`src/hw/rtl/light_flicker_animator_defines.svh`:
```
// Assertion macros for the light flicker animator.
// Included by the top level; expects clk and rst_n in scope.
`ifndef LIGHT_FLICKER_ANIMATOR_DEFINES_SVH
`define LIGHT_FLICKER_ANIMATOR_DEFINES_SVH

`ifndef SYNTHESIS
// same-cycle implication
`define LFA_ASSERT_IMP(label, ante, cons) \
  label: assert property (@(posedge clk) disable iff (!rst_n) (ante) |-> (cons)) \
    else $error("lfa: implication check failed");
// next-cycle implication
`define LFA_ASSERT_NEXT(label, ante, cons) \
  label: assert property (@(posedge clk) disable iff (!rst_n) (ante) |=> (cons)) \
    else $error("lfa: next-cycle check failed");
`else
`define LFA_ASSERT_IMP(label, ante, cons)
`define LFA_ASSERT_NEXT(label, ante, cons)
`endif

`endif

```
`src/hw/rtl/lfa_pkg.sv`:
```
// Shared types and constants for the light flicker animator.
// No dependencies; imported by lfa_mul, light_flicker_animator and the testbench.
package lfa_pkg;

  localparam int unsigned LVL_W      = 17;
  localparam int unsigned BASE_W     = 8;
  localparam int unsigned PARAM_W    = 11;
  localparam int unsigned TYPE_W     = 3;
  localparam int unsigned CFG_IDX_W  = 2;
  localparam int unsigned CFG_DATA_W = 11;
  localparam int unsigned TIME_W     = 32;
  localparam int unsigned COMP_W     = 16;
  localparam int unsigned RAND_W     = 16;
  localparam int unsigned ALPHA_W    = 8;
  localparam int unsigned PHASE_W    = 2;
  localparam int unsigned MAG_W      = 14;
  localparam int unsigned DELTA_W    = 18;
  localparam int unsigned FRAC_W     = 20;

  localparam int unsigned MUL_A_W = 30;
  localparam int unsigned MUL_B_W = 21;
  localparam int unsigned MUL_P_W = MUL_A_W + MUL_B_W;

  localparam logic [LVL_W-1:0]   FULL_LEVEL = 17'h10000;
  // ceil(2^24/10): exact floor(n/10) as (n*RECIP10)>>24 for n < 2^22
  localparam logic [MUL_B_W-1:0] RECIP10    = 21'd1677722;
  // ms per s (1000) over 8, the 2^3 lives in the >>24
  localparam logic [MUL_B_W-1:0] HOLD_SCALE = 21'd125;
  localparam logic [PARAM_W-1:0] PARAM_MIN  = 11'd10;
  localparam logic [PARAM_W-1:0] PARAM_MAX  = 11'd1024;

  localparam logic [TYPE_W-1:0] TYPE_STATIC  = 3'd0;
  localparam logic [TYPE_W-1:0] TYPE_FIRE    = 3'd1;
  localparam logic [TYPE_W-1:0] TYPE_CANDLE  = 3'd2;
  localparam logic [TYPE_W-1:0] TYPE_FLICKER = 3'd3;

  localparam logic [CFG_IDX_W-1:0] CFG_IDX_TYPE  = 2'd0;
  localparam logic [CFG_IDX_W-1:0] CFG_IDX_BASE  = 2'd1;
  localparam logic [CFG_IDX_W-1:0] CFG_IDX_PARAM = 2'd2;

  localparam logic [PHASE_W-1:0] PH_START = 2'd0;
  localparam logic [PHASE_W-1:0] PH_DOWN  = 2'd1;
  localparam logic [PHASE_W-1:0] PH_UP    = 2'd2;

  typedef struct packed {
    logic               en;
    logic [MUL_A_W-1:0] a;
    logic [MUL_B_W-1:0] b;
  } mul_req_t;

  typedef enum logic [11:0] {
    ST_IDLE  = 12'b0000_0000_0001,
    ST_DISP  = 12'b0000_0000_0010,
    ST_TQ    = 12'b0000_0000_0100,
    ST_TDIV  = 12'b0000_0000_1000,
    ST_TFB   = 12'b0000_0001_0000,
    ST_SQ    = 12'b0000_0010_0000,
    ST_SDIV  = 12'b0000_0100_0000,
    ST_SDIV2 = 12'b0000_1000_0000,
    ST_DELTA = 12'b0001_0000_0000,
    ST_HOLD1 = 12'b0010_0000_0000,
    ST_HOLD2 = 12'b0100_0000_0000,
    ST_OUT   = 12'b1000_0000_0000
  } state_t;

  typedef enum logic [1:0] {
    EV_NONE  = 2'd0,
    EV_FIRST = 2'd1,
    EV_UP    = 2'd2,
    EV_DOWN  = 2'd3
  } ramp_ev_t;

endpackage

```
`src/hw/rtl/lfa_mul.sv`:
```
// Shared registered multiplier for the light flicker animator.
// Depends on lfa_pkg (mul_req_t, operand widths).
module lfa_mul (
  input  logic                            clk,
  input  lfa_pkg::mul_req_t               req,
  output logic [lfa_pkg::MUL_P_W-1:0]     prod
);
  import lfa_pkg::*;

  logic [MUL_P_W-1:0] prod_r;
  logic [MUL_P_W-1:0] prod_nxt;

  assign prod_nxt = MUL_P_W'(req.a) * MUL_P_W'(req.b);

  always_ff @(posedge clk) begin
    if (req.en) begin
      prod_r <= prod_nxt;
    end
  end

  assign prod = prod_r;

endmodule

```
`src/hw/rtl/light_flicker_animator.sv`:
```
// Light flicker animator: one result item per input item (tick).
// A tick runs ST_DISP to ST_OUT: static, fade, idle flicker directly, a flicker
// toggle via ST_HOLD1/2, fire/candle via multiply states (most for a new target).
// in_stall is high until ST_OUT is left, and ST_OUT waits out a stalled result.
// Reset: rst_n synchronous active low; registers to type 0, base 255, param 512,
// level full, phase/target/step/next time zero.
`include "light_flicker_animator_defines.svh"

module light_flicker_animator (
  input  logic                               clk,
  input  logic                               rst_n,
  // tick input channel
  input  logic                               in_valid,
  output logic                               in_stall,
  input  logic [lfa_pkg::TIME_W-1:0]         in_time_ms,
  input  logic [lfa_pkg::COMP_W-1:0]         in_frame_comp,
  input  logic [lfa_pkg::RAND_W-1:0]         in_rand_a,
  input  logic [lfa_pkg::RAND_W-1:0]         in_rand_b,
  // result channel
  output logic                               out_valid,
  input  logic                               out_stall,
  output logic [lfa_pkg::LVL_W-1:0]          out_level,
  output logic [lfa_pkg::ALPHA_W-1:0]        out_alpha,
  output logic [lfa_pkg::PHASE_W-1:0]        out_phase,
  // configuration write channel
  input  logic                               cfg_valid,
  output logic                               cfg_ready,
  input  logic [lfa_pkg::CFG_IDX_W-1:0]      cfg_index,
  input  logic [lfa_pkg::CFG_DATA_W-1:0]     cfg_data
);
  import lfa_pkg::*;

  // ---------------------------------------------------------------------------
  // Registers
  // ---------------------------------------------------------------------------
  // configuration
  logic [TYPE_W-1:0]  type_r,  type_nxt;
  logic [BASE_W-1:0]  base_r,  base_nxt;
  logic [PARAM_W-1:0] param_r, param_nxt;

  // sequencer
  state_t   state_r, state_nxt;
  ramp_ev_t ev_r,    ev_nxt;

  // latched tick payload
  logic [TIME_W-1:0] time_r, time_nxt;
  logic [COMP_W-1:0] comp_r, comp_nxt;
  logic [RAND_W-1:0] ra_r,   ra_nxt;
  logic [RAND_W-1:0] rb_r,   rb_nxt;

  // animation state; the signed step is kept as sign + magnitude
  logic [PHASE_W-1:0] phase_r,    phase_nxt;
  logic [LVL_W-1:0]   level_r,    level_nxt;
  logic [LVL_W-1:0]   target_r,   target_nxt;
  logic               step_neg_r, step_neg_nxt;
  logic [MAG_W-1:0]   step_mag_r, step_mag_nxt;
  logic [TIME_W-1:0]  next_ms_r,  next_ms_nxt;

  // output register, parts the sequencer from the result channel
  logic               out_valid_r, out_valid_nxt;
  logic [LVL_W-1:0]   out_level_r, out_level_nxt;
  logic [ALPHA_W-1:0] out_alpha_r, out_alpha_nxt;
  logic [PHASE_W-1:0] out_phase_r, out_phase_nxt;

  // ---------------------------------------------------------------------------
  // Shared multiplier: operands issued in one state, product used in the next
  // ---------------------------------------------------------------------------
  mul_req_t           mul_req;
  logic [MUL_P_W-1:0] prod;

  lfa_mul u_mul (
    .clk  (clk),
    .req  (mul_req),
    .prod (prod)
  );

  // ---------------------------------------------------------------------------
  // Helper terms
  // ---------------------------------------------------------------------------
  logic               is_candle;
  logic [LVL_W-1:0]   base_lvl;     // floor(base*65536/255)
  logic [PARAM_W-1:0] param_c;      // type_param clamped to 10..1024
  logic [FRAC_W-1:0]  f_down;       // lo*65536 + span*rand_a, target fractions in tenths
  logic [FRAC_W-1:0]  f_up;
  logic [FRAC_W-1:0]  f_hold_on;    // 65536 + 7*rand_a
  logic [FRAC_W-1:0]  f_hold_off;   // 65536 + 3*rand_a
  logic [FRAC_W-1:0]  fb_base;      // B or 8B, divided by ten on a dimming fallback
  logic [TIME_W-1:0]  time_diff;
  logic               expired;
  ramp_ev_t           ramp_ev;
  logic [LVL_W-1:0]   div_tgt;      // quotient slice of a divide-by-ten pass
  logic [MAG_W-1:0]   div_mag;
  logic [DELTA_W-1:0] delta;
  logic [LVL_W+1:0]   lvl_sum;
  logic [LVL_W+7:0]   lvl_x255;
  logic [ALPHA_W-1:0] alpha_c;
  mul_req_t           req_step;

  // 65536/255 = 257 + 1/255, so B = base*257 except full scale at 255
  assign base_lvl  = (base_r == {BASE_W{1'b1}}) ? FULL_LEVEL : {1'b0, base_r, base_r};
  assign param_c   = (param_r < PARAM_MIN) ? PARAM_MIN :
                     (param_r > PARAM_MAX) ? PARAM_MAX : param_r;
  assign is_candle = (type_r == TYPE_CANDLE);

  assign f_down = is_candle ? ({4'd8, 16'd0} + FRAC_W'(ra_r))
                            : ({4'd4, 16'd0} + FRAC_W'({ra_r, 2'b00}) + FRAC_W'(ra_r));
  assign f_up   = is_candle ? ({4'd9, 16'd0} + FRAC_W'(ra_r))
                            : ({4'd8, 16'd0} + FRAC_W'({ra_r, 1'b0}));
  assign f_hold_on  = FRAC_W'(FULL_LEVEL) + FRAC_W'({ra_r, 3'b000}) - FRAC_W'(ra_r);
  assign f_hold_off = FRAC_W'(FULL_LEVEL) + FRAC_W'({ra_r, 1'b0}) + FRAC_W'(ra_r);
  assign fb_base    = is_candle ? FRAC_W'({base_lvl, 3'b000}) : FRAC_W'(base_lvl);

  // serial-order compare: later when the wrapped difference is in 1..2^31-1
  assign time_diff = time_r - next_ms_r;
  assign expired   = (time_diff != '0) && !time_diff[TIME_W-1];

  always_comb begin
    case (phase_r)
      PH_START: ramp_ev = EV_FIRST;
      PH_DOWN:  ramp_ev = (level_r <= target_r) ? EV_UP : EV_NONE;
      PH_UP:    ramp_ev = (level_r >= target_r) ? EV_DOWN : EV_NONE;
      default:  ramp_ev = EV_NONE;
    endcase
  end

  assign div_tgt = prod[24 +: LVL_W];
  assign div_mag = prod[24 +: MAG_W];
  assign delta   = prod[12 +: DELTA_W];
  assign lvl_sum = (LVL_W+2)'(level_r) + (LVL_W+2)'(delta);

  // alpha = floor(level*255/65536)
  assign lvl_x255 = {level_r, 8'b0} - (LVL_W+8)'(level_r);
  assign alpha_c  = lvl_x255[16 +: ALPHA_W];

  // step draw: P*(65536+rand_b), then >>10 and one or two divide-by-ten passes
  assign req_step = '{en: 1'b1, a: MUL_A_W'({1'b1, rb_r}), b: MUL_B_W'(param_c)};

  // ---------------------------------------------------------------------------
  // Sequencer
  // ---------------------------------------------------------------------------
  always_comb begin
    type_nxt      = type_r;
    base_nxt      = base_r;
    param_nxt     = param_r;
    state_nxt     = state_r;
    ev_nxt        = ev_r;
    time_nxt      = time_r;
    comp_nxt      = comp_r;
    ra_nxt        = ra_r;
    rb_nxt        = rb_r;
    phase_nxt     = phase_r;
    level_nxt     = level_r;
    target_nxt    = target_r;
    step_neg_nxt  = step_neg_r;
    step_mag_nxt  = step_mag_r;
    next_ms_nxt   = next_ms_r;
    out_valid_nxt = out_valid_r && out_stall;
    out_level_nxt = out_level_r;
    out_alpha_nxt = out_alpha_r;
    out_phase_nxt = out_phase_r;
    mul_req       = '0;

    // config writes must land only while idle (user's rule, not enforced by the block)
    if (cfg_valid && cfg_ready) begin
      case (cfg_index)
        CFG_IDX_TYPE:  type_nxt  = cfg_data[TYPE_W-1:0];
        CFG_IDX_BASE:  base_nxt  = cfg_data[BASE_W-1:0];
        CFG_IDX_PARAM: param_nxt = cfg_data[PARAM_W-1:0];
        default: ;
      endcase
    end

    case (state_r)
      ST_IDLE: begin
        if (in_valid) begin
          time_nxt  = in_time_ms;
          comp_nxt  = in_frame_comp;
          ra_nxt    = in_rand_a;
          rb_nxt    = in_rand_b;
          state_nxt = ST_DISP;
        end
      end

      ST_DISP: begin
        case (type_r)
          TYPE_STATIC: begin
            level_nxt = base_lvl;
            state_nxt = ST_OUT;
          end
          TYPE_FIRE, TYPE_CANDLE: begin
            ev_nxt = ramp_ev;
            case (ramp_ev)
              EV_FIRST, EV_DOWN: begin
                phase_nxt = PH_DOWN;
                mul_req   = '{en: 1'b1, a: MUL_A_W'(f_down), b: MUL_B_W'(base_lvl)};
                state_nxt = ST_TQ;
              end
              EV_UP: begin
                phase_nxt = PH_UP;
                mul_req   = '{en: 1'b1, a: MUL_A_W'(f_up), b: MUL_B_W'(base_lvl)};
                state_nxt = ST_TQ;
              end
              default: begin
                // keep ramping with the current step
                mul_req   = '{en: 1'b1, a: MUL_A_W'(comp_r), b: MUL_B_W'(step_mag_r)};
                state_nxt = ST_DELTA;
              end
            endcase
          end
          TYPE_FLICKER: begin
            if (phase_r == PH_START || (phase_r == PH_UP && expired)) begin
              level_nxt = base_lvl;
              phase_nxt = PH_DOWN;
              mul_req   = '{en: 1'b1, a: MUL_A_W'(f_hold_on), b: MUL_B_W'(param_c)};
              state_nxt = ST_HOLD1;
            end else if (phase_r == PH_DOWN && expired) begin
              level_nxt = '0;
              phase_nxt = PH_UP;
              mul_req   = '{en: 1'b1, a: MUL_A_W'(f_hold_off), b: MUL_B_W'(param_c)};
              state_nxt = ST_HOLD1;
            end else begin
              state_nxt = ST_OUT;
            end
          end
          default: state_nxt = ST_OUT;   // fade and unused codes hold
        endcase
      end

      // target = floor(floor(B*f/65536)/10)
      ST_TQ: begin
        mul_req   = '{en: 1'b1, a: MUL_A_W'(prod[16 +: 21]), b: RECIP10};
        state_nxt = ST_TDIV;
      end

      ST_TDIV: begin
        target_nxt = div_tgt;
        if (ev_r == EV_UP && div_tgt <= level_r) begin
          target_nxt = FULL_LEVEL;
        end
        if (ev_r == EV_DOWN && div_tgt >= level_r) begin
          // dimming fallback: B/10 (fire) or 8B/10 (candle)
          mul_req   = '{en: 1'b1, a: MUL_A_W'(fb_base), b: RECIP10};
          state_nxt = ST_TFB;
        end else begin
          mul_req   = req_step;
          state_nxt = ST_SQ;
        end
      end

      ST_TFB: begin
        target_nxt = div_tgt;
        mul_req    = req_step;
        state_nxt  = ST_SQ;
      end

      ST_SQ: begin
        mul_req   = '{en: 1'b1, a: MUL_A_W'(prod[10 +: LVL_W]), b: RECIP10};
        state_nxt = ST_SDIV;
      end

      ST_SDIV: begin
        if (is_candle) begin
          mul_req   = '{en: 1'b1, a: MUL_A_W'(prod[24 +: LVL_W]), b: RECIP10};
          state_nxt = ST_SDIV2;
        end else begin
          step_mag_nxt = div_mag;
          step_neg_nxt = (ev_r != EV_UP);
          mul_req      = '{en: 1'b1, a: MUL_A_W'(comp_r), b: MUL_B_W'(div_mag)};
          state_nxt    = ST_DELTA;
        end
      end

      ST_SDIV2: begin
        step_mag_nxt = div_mag;
        step_neg_nxt = (ev_r != EV_UP);
        mul_req      = '{en: 1'b1, a: MUL_A_W'(comp_r), b: MUL_B_W'(div_mag)};
        state_nxt    = ST_DELTA;
      end

      // level += sign * (|step|*comp >> 12), clamped to 0..full
      ST_DELTA: begin
        if (step_neg_r) begin
          level_nxt = (delta >= DELTA_W'(level_r)) ? '0 : level_r - LVL_W'(delta);
        end else begin
          level_nxt = (lvl_sum > (LVL_W+2)'(FULL_LEVEL)) ? FULL_LEVEL : lvl_sum[LVL_W-1:0];
        end
        state_nxt = ST_OUT;
      end

      // hold ms = P*f*125 >> 24
      ST_HOLD1: begin
        mul_req   = '{en: 1'b1, a: prod[MUL_A_W-1:0], b: HOLD_SCALE};
        state_nxt = ST_HOLD2;
      end

      ST_HOLD2: begin
        next_ms_nxt = time_r + TIME_W'(prod[24 +: 13]);
        state_nxt   = ST_OUT;
      end

      ST_OUT: begin
        if (!out_valid_r || !out_stall) begin
          out_valid_nxt = 1'b1;
          out_level_nxt = level_r;
          out_alpha_nxt = alpha_c;
          out_phase_nxt = phase_r;
          state_nxt     = ST_IDLE;
        end
      end

      default: state_nxt = ST_IDLE;
    endcase
  end

  // ---------------------------------------------------------------------------
  // Flops
  // ---------------------------------------------------------------------------
  always_ff @(posedge clk) begin
    if (!rst_n) begin
      type_r      <= TYPE_STATIC;
      base_r      <= 8'd255;
      param_r     <= 11'd512;
      state_r     <= ST_IDLE;
      ev_r        <= EV_NONE;
      phase_r     <= PH_START;
      level_r     <= FULL_LEVEL;
      target_r    <= '0;
      step_neg_r  <= 1'b0;
      step_mag_r  <= '0;
      next_ms_r   <= '0;
      out_valid_r <= 1'b0;
    end else begin
      type_r      <= type_nxt;
      base_r      <= base_nxt;
      param_r     <= param_nxt;
      state_r     <= state_nxt;
      ev_r        <= ev_nxt;
      phase_r     <= phase_nxt;
      level_r     <= level_nxt;
      target_r    <= target_nxt;
      step_neg_r  <= step_neg_nxt;
      step_mag_r  <= step_mag_nxt;
      next_ms_r   <= next_ms_nxt;
      out_valid_r <= out_valid_nxt;
    end
  end

  // payload, no reset needed
  always_ff @(posedge clk) begin
    time_r      <= time_nxt;
    comp_r      <= comp_nxt;
    ra_r        <= ra_nxt;
    rb_r        <= rb_nxt;
    out_level_r <= out_level_nxt;
    out_alpha_r <= out_alpha_nxt;
    out_phase_r <= out_phase_nxt;
  end

  assign in_stall  = (state_r != ST_IDLE);
  assign cfg_ready = 1'b1;
  assign out_valid = out_valid_r;
  assign out_level = out_level_r;
  assign out_alpha = out_alpha_r;
  assign out_phase = out_phase_r;

  // ---------------------------------------------------------------------------
  // Assertions
  // ---------------------------------------------------------------------------
  `LFA_ASSERT_NEXT(a_accept_dispatch, in_valid && !in_stall, state_r == ST_DISP)
  `LFA_ASSERT_IMP(a_result_from_seq, $rose(out_valid), $past(state_r) == ST_OUT)
  `LFA_ASSERT_IMP(a_result_range, out_valid, out_level <= FULL_LEVEL && out_phase <= PH_UP)
  `LFA_ASSERT_IMP(a_up_step_sign, state_r == ST_DELTA && ev_r == EV_UP, !step_neg_r)

endmodule

```
`config.mk`:
```
export PLATFORM = sky130hd
export DESIGN_NAME = light_flicker_animator
export DESIGN_NICKNAME = d
export VERILOG_FILES = /design/src/hw/rtl/lfa_pkg.sv /design/src/hw/rtl/lfa_mul.sv /design/src/hw/rtl/light_flicker_animator.sv
export VERILOG_INCLUDE_DIRS = /design/src /design/src/hw/rtl
export SDC_FILE = /design/constraint.sdc
export NUM_CORES = 2
export LEC_CHECK = 0
export BUFFER_PORTS_ARGS = -buffer_cell sky130_fd_sc_hd__buf_2
export CAP_MARGIN = 25
export CORE_ASPECT_RATIO = 1.2
export CORE_MARGIN = 3
export CORE_UTILIZATION = 52
export DETAILED_ROUTE_END_ITERATION = 12
export PLACE_DENSITY = 0.7
export SLEW_MARGIN = 20
export SYNTH_ARGS = -nofsm -noshare
export SYNTH_HDL_FRONTEND = slang
export SYNTH_SLANG_ARGS = --single-unit
```
`constraint.sdc`:
```
create_clock -name clk -period 9.8 [get_ports clk]
set_input_delay 0.49 -clock clk [delete_from_list [all_inputs] [get_ports clk]]
set_output_delay 0.49 -clock clk [all_outputs]
set_load 0.005 [all_outputs]
```
==> results.cfg <==
[outcome]
status = complete, but fails checks
failed_checks = setup timing

[finish]
n_antenna_cell = 0
layout_commonest_cell = buf_4
final_nets = 5789
layout_common_cells = buf_4, inv_1, fa_1
multi_input_area_um2 = 28000
drive_gt1_frac = 0.244
regArea_um2 = 6850
final_util = 0.673
syn2layout_area_growth_pct = 27.3
stdcell_area_um2 = 46200
layout.cells.non_filler = 5829
n_fill_cell = 5608

[job]
drv_cap = 0

[critical_path]
crit_slowest_cell = fa_2
r2r_setup_slack_ns = -0.81
r2r_end = u_mul.prod[35]
worstPathRequired_ns = 10.11
worstPathMaxFanout = 7
r2r_start = time_r[3]
crit_type = reg -> reg
worst_setup_path_start_kind = flop
worst_setup_path_end_kind = flop
arrival_ns = 10.92
critPathMaxStageDelay_ns = 0.63
cpMostUsedCell = buf_4
rr_worst_depth = 44

[logic_synthesis]
synth_warnings = 0
synthDistinctLibCells = 102
yosys_register_bits = 268
async_reset_ff_frac = 0
synth_top_flop_cell = edfxtp_1
avgSynthCellArea_um2 = 8.90
synth_edf_count = 148
syn_inst = 4080
ys_seq_area_frac = 0.189
netlist_area_um2 = 36300

[sta]
max_slew_margin = 0.254
worst_pin_slew_ns = 1.10
hold_viol = 0
rsz0062_at_grt = yes
fin_ws_ns = -0.811
whs_ns = 0.0855
post-route-period-util = 1.08
fmax_ghz = 0.0942
min_period_ns = 10.61
setup_viol = 14
tns_ns = -6.52
maxSlewViolCount = 0
skew_ns = 0.0380

[min_path]
hold_end = comp_r[9]
hp-start = in_frame_comp[9]
whs_path_depth = 1
min_path_type = in -> reg

[placed_design]
placedInstanceArea_um2 = 43500
port_buffers = 126
place_congestion = 1.09
place_hpwl_um = 107000
dp.cells = 5726

[pwr]
power_density_nw_per_um2 = 107
p_leak_nw = 21.8
peakVddDrop_v = 0.000187

[routing]
vias = 33800
drtAntennaViolNets = 0
drc = 0
drt-initial-drc-count = 3023
first_pass_iters = 10
routed_wl_um = 132000
viasPerCell = 5.81
wl_per_cell_um = 22.7

[grt]
antenna_found_initial = 5
grt_usage = 0.365
gr-total-overflow = 0
grt_pass1_wl_um = 201000
first_global_vias = 34800
grt_max_degree = 69

[clocking]
cts.sinks = 268
clk_pin_slew_ns = 0.06
clkLatencyLatePin_ns = 0.58
numCtsBuffers = 34
tritoncts = yes
clockRootBuffer = clkbuf_16
cts_hold_buf = 0
htreeDepth = 2
clock_path_buffers = 3

[floorplanning]
dieArea_um2 = 73000
pin_count = 128
dieHeight_um = 295
initial_core_util = 0.528
fp-row-count = 105
fp.coreArea_um2 = 68700
die_w_um = 247
[sequential cells by signal (all words and copies together) (netlist names)]
name	flops
base_r	8
ra_r	16
step_mag_r	14
comp_r	16
out_alpha	8
level_r	17
u_mul.prod	41
out_level	17
target_r	17
type_r	3
rb_r	16
time_r	32
out_valid	1
state_r	12
step_neg_r	1
param_r	11
out_phase	2
ev_r	2
next_ms_r	32
phase_r	2
[where the power goes]
group	switching [mW]	internal, mW
registers	0.0481	1.29
clock network	0.563	0.736
logic	1.30	1.01
total	1.91	3.04
[cell families (layout without fill, tap and decap cells)]
kind of cell / after synthesis / in the layout / share of synthesized area
XOR/XNOR: 140 / 140 / 0.0338
AND/OR/NAND/NOR: 1182 / 1182 / 0.151
other: 2 / 83 / 0.000207
buffers and inverters: 823 / 1582 / 0.0870
multiplexers: 32 / 32 / 0.00886
AO/OA/AOI/OAI: 836 / 836 / 0.163
flip-flops: 268 / 268 / 0.189
adder cells (fa/ha/maj): 797 / 797 / 0.367
[through the flow]
step                setup slack, ns  power [mW]
CTS                          -0.660        4.87
detailed placement            -1.44        3.51
finish                       -0.811        4.95
global route                  -1.07        5.20
floorplan                   -0.0258        2.64
global placement              -1.33        3.46
[what timing repair did]
item / 4_1_cts / 5_1_grt
resized for setup: 145 / 122
gates cloned: 1 / 0
endpoints found under the hold margin: 0 / 0
setup buffers: 24 / 26
pin swaps: 124 / 72
endpoints found under the setup margin: 23 / 27
[cell usage after synthesis (12+ instances only)]
master / n / share of area
buf_2: 38 / 0.0052
a221oi_1: 28 / 0.0068
and3_1: 28 / 0.0048
nor4_1: 16 / 0.0028
o211ai_1: 14 / 0.0029
a211o_1: 12 / 0.0029
nand2b_1: 56 / 0.0096
nand3_1: 58 / 0.0080
o21bai_1: 27 / 0.0056
fa_1: 447 / 0.25
mux2i_1: 31 / 0.0085
edfxtp_1: 148 / 0.12
nor3_1: 78 / 0.011
and2_1: 52 / 0.0090
dfxtp_1: 120 / 0.066
a31oi_1: 27 / 0.0047
a21oi_1: 201 / 0.028
nor2_1: 365 / 0.038
xnor2_1: 90 / 0.022
a21o_1: 62 / 0.013
o2111ai_1: 13 / 0.0031
a31o_2: 12 / 0.0029
nand2_1: 382 / 0.039
nand4_1: 26 / 0.0045
nor3b_1: 16 / 0.0033
a22oi_1: 78 / 0.016
nor2b_1: 44 / 0.0076
a211oi_1: 41 / 0.0085
inv_1: 655 / 0.068
clkbuf_1: 116 / 0.012
a221o_1: 17 / 0.0047
o21ai_0: 119 / 0.016
ha_1: 350 / 0.12
xor2_1: 50 / 0.012
o221ai_1: 16 / 0.0039
o21a_1: 35 / 0.0072
[metal layers]
layer	global-route usage	share of wire	vias to the layer above	wire length (µm)
met4	0.243	0.085	6	11300
li1	-	-	15300	-
met5	0	0.00014	-	18
met2	0.604	0.46	1528	61300
met1	0.432	0.37	16500	48600
met3	0.0729	0.085	513	11300
[layout make-up]
| cell class | count | share of cell area |
|---|---|---|
| clock inverter | 20 | 0.00430 |
| clock buffer | 42 | 0.0200 |
| multi-input combinational | 3070 | 0.606 |
| tap | 909 | 0.0246 |
| timing repair buffer | 861 | 0.143 |
| sequential | 268 | 0.148 |
| inverter | 659 | 0.0535 |
[worst max path at each step]
stage / from / to / slack (ns) / cells past startpoint
3_3_place_gp: time_r[13] / u_mul.prod[40] / -1.33 / 38
6_report: time_r[3] / u_mul.prod[35] / -0.81 / 44
4_1_cts: time_r[0] / u_mul.prod[40] / -0.66 / 42
2_1_floorplan: time_r[4] / u_mul.prod[40] / -0.03 / 39
3_5_place_dp: time_r[13] / u_mul.prod[40] / -1.44 / 38
5_1_grt: time_r[3] / u_mul.prod[35] / -1.07 / 45
[worst max-delay path: cells and delay by family (launching register included)]
family,cells,cell delay [ns]
adder cells (fa/ha/maj),9,4.24
AO/OA/AOI/OAI,15,2.61
buffers and inverters,15,2.07
AND/OR/NAND/NOR,4,0.85
flip-flops,1,0.46
XOR/XNOR,1,0.11
No activity file was read; power rests on OpenSTA's default activity.
